$ cat src/segment_axis_plane_intersect_macros.svh
// Assertion macros for the segment/plane intersection block.
// Standalone header; no dependencies.
`ifndef SEGMENT_AXIS_PLANE_INTERSECT_MACROS_SVH
`define SEGMENT_AXIS_PLANE_INTERSECT_MACROS_SVH
`ifndef ASSERT_OFF
`define SAPI_ASSERT(label, clk, rst_n, prop, msg) \
    label: assert property (@(posedge clk) disable iff (!rst_n) (prop)) else $error(msg);
`define SAPI_ASSERT_RST(label, clk, prop, msg) \
    label: assert property (@(posedge clk) (prop)) else $error(msg);
`else
`define SAPI_ASSERT(label, clk, rst_n, prop, msg)
`define SAPI_ASSERT_RST(label, clk, prop, msg)
`endif
`endif

$ cat src/sapi_pkg.sv
// Package for the segment/plane intersection block: payload types and codes.
// No dependencies.
`default_nettype none
package sapi_pkg;
    localparam int CoordBits = 32;
    localparam int DivBits   = 33;  // magnitudes of 33-bit deltas
    localparam int ProdBits  = 2 * DivBits;

    localparam logic [1:0] StatusHit      = 2'd0;
    localparam logic [1:0] StatusParallel = 2'd1;
    localparam logic [1:0] StatusOutside  = 2'd2;

    localparam logic [1:0] AxisX    = 2'd0;
    localparam logic [1:0] AxisY    = 2'd1;
    localparam logic [1:0] AxisZ    = 2'd2;
    localparam logic [1:0] AxisNone = 2'd3;

    typedef struct packed {
        logic [1:0]                  axis;
        logic signed [CoordBits-1:0] start_x;
        logic signed [CoordBits-1:0] start_y;
        logic signed [CoordBits-1:0] start_z;
        logic signed [CoordBits-1:0] end_x;
        logic signed [CoordBits-1:0] end_y;
        logic signed [CoordBits-1:0] end_z;
        logic signed [CoordBits-1:0] plane_value;
    } t_in_item;

    typedef struct packed {
        logic [1:0]                  status;
        logic signed [CoordBits-1:0] hit_x;
        logic signed [CoordBits-1:0] hit_y;
        logic signed [CoordBits-1:0] hit_z;
    } t_out_item;

    // Per-item context carried along the divider chain.
    typedef struct packed {
        logic                        valid;
        logic [1:0]                  status;
        logic [1:0]                  axis;
        logic signed [CoordBits-1:0] plane;
        logic signed [CoordBits-1:0] s0;     // start of first other axis
        logic signed [CoordBits-1:0] s1;     // start of second other axis
        logic                        neg0;
        logic                        neg1;
        logic [DivBits-1:0]          den;
    } t_ctx;
endpackage
`default_nettype wire

$ cat src/sapi_div_cell.sv
// One restoring-division step cell for the two quotient lanes.
// Depends on sapi_pkg.
`default_nettype none
module sapi_div_cell #(
    parameter int STEP = 0
) (
    input  wire logic                          i_clk,
    input  wire logic                          i_rst_n,
    input  wire logic                          i_en,
    input  wire sapi_pkg::t_ctx                i_ctx,
    input  wire logic [sapi_pkg::ProdBits-1:0] i_num0,
    input  wire logic [sapi_pkg::ProdBits-1:0] i_num1,
    input  wire logic [sapi_pkg::DivBits:0]    i_rem0,
    input  wire logic [sapi_pkg::DivBits:0]    i_rem1,
    output sapi_pkg::t_ctx                     o_ctx,
    output logic [sapi_pkg::ProdBits-1:0]      o_num0,
    output logic [sapi_pkg::ProdBits-1:0]      o_num1,
    output logic [sapi_pkg::DivBits:0]         o_rem0,
    output logic [sapi_pkg::DivBits:0]         o_rem1
);
    import sapi_pkg::*;

    localparam int Bit = ProdBits - 1 - STEP;

    logic [DivBits+1:0] n_t0, n_t1;
    logic [DivBits:0]   n_rem0, n_rem1;
    logic               n_q0, n_q1;
    logic [ProdBits-1:0] n_num0, n_num1;

    always_comb begin
        n_t0 = {i_rem0, i_num0[Bit]};
        n_t1 = {i_rem1, i_num1[Bit]};
        n_q0 = n_t0 >= {1'b0, 1'b0, i_ctx.den};
        n_q1 = n_t1 >= {1'b0, 1'b0, i_ctx.den};
        n_rem0 = n_q0 ? (DivBits+1)'(n_t0 - {2'b0, i_ctx.den}) : n_t0[DivBits:0];
        n_rem1 = n_q1 ? (DivBits+1)'(n_t1 - {2'b0, i_ctx.den}) : n_t1[DivBits:0];
        n_num0 = i_num0;
        n_num1 = i_num1;
        n_num0[Bit] = n_q0;   // quotient bit replaces consumed numerator bit
        n_num1[Bit] = n_q1;
    end

    t_ctx r_ctx;
    logic [ProdBits-1:0] r_num0, r_num1;
    logic [DivBits:0]    r_rem0, r_rem1;

    always_ff @(posedge i_clk) begin
        if (!i_rst_n) begin
            r_ctx.valid <= 1'b0;
        end else if (i_en) begin
            r_ctx.valid <= i_ctx.valid;
        end
        if (i_en) begin
            r_ctx.status <= i_ctx.status;
            r_ctx.axis   <= i_ctx.axis;
            r_ctx.plane  <= i_ctx.plane;
            r_ctx.s0     <= i_ctx.s0;
            r_ctx.s1     <= i_ctx.s1;
            r_ctx.neg0   <= i_ctx.neg0;
            r_ctx.neg1   <= i_ctx.neg1;
            r_ctx.den    <= i_ctx.den;
            r_num0 <= n_num0;
            r_num1 <= n_num1;
            r_rem0 <= n_rem0;
            r_rem1 <= n_rem1;
        end
    end

    assign o_ctx  = r_ctx;
    assign o_num0 = r_num0;
    assign o_num1 = r_num1;
    assign o_rem0 = r_rem0;
    assign o_rem1 = r_rem1;
endmodule
`default_nettype wire
$ cat config.mk
export PLATFORM = sky130hd
export DESIGN_NAME = sapi_div_cell
export DESIGN_NICKNAME = d
export VERILOG_FILES = /design/src/segment_axis_plane_intersect_macros.svh /design/src/sapi_pkg.sv /design/src/sapi_div_cell.sv
export SDC_FILE = /design/constraint.sdc
export NUM_CORES = 1
export LEC_CHECK = 0
export BUFFER_PORTS_ARGS = -buffer_cell sky130_fd_sc_hd__buf_4
export CORE_AREA = 2 2 259 261
export DETAILED_ROUTE_END_ITERATION = 10
export DIE_AREA = 0 0 261 263
export PLACE_DENSITY_LB_ADDON = 0.25
export SYNTH_ARGS = -nofsm -noshare
export SYNTH_HDL_FRONTEND = slang
export SYNTH_SLANG_ARGS = --single-unit
$ cat constraint.sdc
create_clock -name i_clk -period 4.2 [get_ports i_clk]
set_input_delay 0.42 -clock i_clk [delete_from_list [all_inputs] [get_ports i_clk]]
set_output_delay 0.42 -clock i_clk [all_outputs]
set_load 0.005 [all_outputs]
==> reports/summary.md <==
The leading cell type by number of instances after synthesis is edfxtp_1. The ratio of routed vias to standard cells came out at 4.39. Of all cell types, the one taking the most synthesized area is edfxtp_1. Counting flops and latches in the post-synthesis netlist gives 336. After detailed routing, the number of remaining DRC violations is 0. The analysis attributes to net switching a power of 2.51 mW. By count the netlist is led by edfxtp_1, nand2_1, o21ai_0.

For the pin with the worst max-slew slack, the measured transition is 0.912 ns. The final number of max-transition violations was 0; the proportion of synthesized flip-flops having asynchronous set or reset was 0. The run gives 2537 as the number of cells in the design after placement. Most common flop cell mapped by yosys: edfxtp_1. The wire length after detailed routing was 67600 microns.

The number of nets with antenna violations after routing came out at 0. The H-tree was split into 2 levels. The final standard cell count with taps included and fillers excluded was 2741; the number of maximum-capacitance constraint violations was 0.

Setup repair after global routing left no endpoint under its margin. The tools report the leakage power as 9.78 nW. Class of the worst hold path: in -> reg. Averaged over all synthesized cells, the footprint is 14.3 sq um. The cell area power density is 421 nW/um^2. The total setup violations reported at the end of the flow was 0.

The switching share of power was 0.256; the CTS sink count was 336. The area share of the largest cell type after synthesis came out at 0.694. In the final routed layout, each cell accounts on average for 24.6 microns. The height of the chip came out at 263 microns. The tree is rooted in a clkbuf_16.

The tools report the global-route total usage across every layer as 0.188. The kind of critical path is in -> reg. The port buffer count is 674, and the site row count is 94. Fill cells in the final layout number 6456. The fmax came out at 298 MHz. The logs give 92300 microns for the global-route wire length before repair and 0.56 ns for the clock insertion delay at the later pin of the skew report.

IR analysis of the VDD net gives a maximum drop of 0.273 mV. Routability-driven placement finished with a final weighted congestion of 0.895. Yosys mapped a number of flops with a built-in enable equal to 335. The worst endpoint data arrival time is 3.66 ns.

The logs give 0 ns for the worst clock skew and 12000 for the total via count after detailed routing. The total overflow left after global routing is 0. Yosys printed 0 warnings.

The run gives 96 as the pin count of the biggest net entering global routing. The number of hold violations in the final report was 0. The area added between synthesis and finish works out to 60.8%. The final clock period utilization by the worst path was 0.798. Setup total negative slack: 0 ns. The run gives 4.51 ns as the critical path required time.

TritonCTS built the clock tree. Number of antenna violations at the first check in global routing: 15. The portion of total power attributed to the clock network was 0.382.

The logs give 12400 for the via count of the first global-routing pass and 2247 for the final-stage net count. The die width is 261 microns, and the clock-pin transition on the worst setup and hold timing paths is 0.06 ns. The most critical setup path has its startpoint at i_ctx[6]. The floorplan step defined a die boundary enclosing 68600 sq um. Counting every net in the synthesized netlist gives 1421. Fraction of layout cells with a size suffix above 1: 0.411.

In the post-synthesis netlist, the biggest area contributors are edfxtp_1, ha_1, o21ai_0. In this run the most critical hold path is launched from i_ctx[60]. The part of the power in registers is 0.428. TritonCTS created 42 clock buffers. The startpoint type of the worst setup path is a primary input.

The critical path capture point type is a flop. The logs give 1014 for the count of mapped cells out of synthesis and 7.30 mW for the design internal power. The run finished with clean final reports. The total core area was 65600 sq um.

Relative slew slack: 0.376. For the portion of the post-synthesis area used by sequential elements, the log shows 0.695. In this run the cell area of the synthesized design comes to 14500 sq um.

After the first detailed-routing iteration, the DRC count stood at 1045. For this run, the detailed router's first-pass iteration total came to 5. Yosys mapped the design onto 65 distinct sky130hd cell types.

The effective utilization at floorplan was 0.221. Once the clock tree was built, the resizer swapped 0 gates to a different size. Startpoint of the most critical register-to-register path: o_ctx[135]. The clock passes through at most 3 buffers. The HPWL after detailed placement is 54700 microns. The proportion of power drawn by combinational gates is 0.190, and the I/O pin count is 675. The largest fanout of any net on the critical path is 42, and the minimum period implied by the final worst setup slack is 3.35 ns.
flip-flops by register name, summed over array words and instances, names as in the netlist:
signal  cells
o_rem0     34
o_num0     66
o_num1     66
o_rem1     34
o_ctx     136
final cells by class:
class | count | area (sq um) | area share
Sequential cell | 336 | 10100 | 0.432
Timing Repair Buffer | 811 | 6450 | 0.277
Multi-Input combinational cell | 599 | 4090 | 0.175
Clock buffer | 57 | 1140 | 0.0488
Tap cell | 864 | 1080 | 0.0464
Clock inverter | 20 | 273 | 0.0117
Inverter | 50 | 188 | 0.00805
Antenna cell | 4 | 10.0 | 0.000429
path summary, 6_finish.rpt:
path,slack [ns],cells past startpoint,to
setup reg to reg,3.62,2,o_ctx[135]
hold / removal,0.03,1,o_ctx[60]
setup / recovery,0.85,12,o_rem1[1]
hold reg to reg,0.52,2,o_ctx[135]
worst max-delay path, cell delays in order:
cell and delay [ns]:
buf_4 0.09, inv_1 0.05, ha_1 0.36, a2111oi_0 0.86, inv_1 0.09, o2111ai_1 0.24
a31oi_1 0.21, a21oi_2 0.31, o221ai_2 0.22, a21oi_4 0.20, buf_12 0.22, mux2_2 0.36
cells by family (layout without fill, tap and decap cells):
logic type | after synthesis | count (layout) | synth area share
fa+ha+maj | 68 | 68 | 0.0597
simple gates | 211 | 211 | 0.0663
other cells | 0 | 4 | 0
mux | 10 | 10 | 0.00760
buf+inv | 79 | 938 | 0.0224
flops | 336 | 336 | 0.695
compound gates | 251 | 251 | 0.113
xor+xnor | 59 | 59 | 0.0357
routing by layer:
layer / up-vias / track usage / part of all wire
met5: - / 0 / 0.0024
met3: 110 / 0.0483 / 0.068
met1: 5920 / 0.193 / 0.35
met2: 463 / 0.362 / 0.54
li1: 5512 / - / -
met4: 24 / 0.0696 / 0.036
power by group through the flow:
stage,combinational (mW),clock (mW),sequential [mW]
5_1_grt,2.01,3.98,4.23
4_1_cts,1.90,3.85,4.20
6_report,1.87,3.75,4.20
3_5_place_dp,1.79,0,4.26
2_1_floorplan,0.570,0,4.28
3_3_place_gp,1.78,0,4.26
layout by cell type (no fill, tap or decap), types with 3 or more instances in the layout:
cell type and count:
a31o_2 3, o21bai_1 6, a311o_1 3, and3_1 11
clkinv_2 5, dlygate4sd3_1 123, nand4_1 12, clkinv_1 5
nand2b_1 8, a221oi_1 4, a211oi_1 5, xnor2_1 30
clkbuf_16 43, a31oi_1 7, o211ai_1 3, diode_2 4
edfxtp_1 335, nor3_1 15, ha_1 66, mux2_2 6
nand2_1 103, o21ai_0 87, xor2_1 29, o31ai_1 6
buf_4 683, a21oi_1 60, and2_1 3, nand3_1 23
inv_1 50, a21o_1 33, bufinv_16 6, clkbuf_1 13
buf_12 4, nor2_1 24, o21a_1 4, nor2b_1 6
stage by stage:
step / area [sq um] / hold WS, ns / power (mW) / utilization / worst slack, ns
after floorplan: 14500 / 0.507 / 4.85 / - / 0.896
after global placement: 20700 / 0.509 / 6.05 / 0.315 / 0.290
after detailed placement: 20700 / 0.518 / 6.04 / 0.315 / 0.339
after CTS: 23200 / 0.0000704 / 9.95 / 0.354 / 0.937
after global routing: 23300 / 0.000375 / 10.2 / 0.355 / 0.700
final: 23300 / 0.0311 / 9.81 / 0.355 / 0.848
repair_timing:
action                    4_1_cts  5_1_grt
hold endpoints to repair      117        6
hold buffers                  117        6
buffers inserted                0        0
Power figures use the tool's default switching activity.
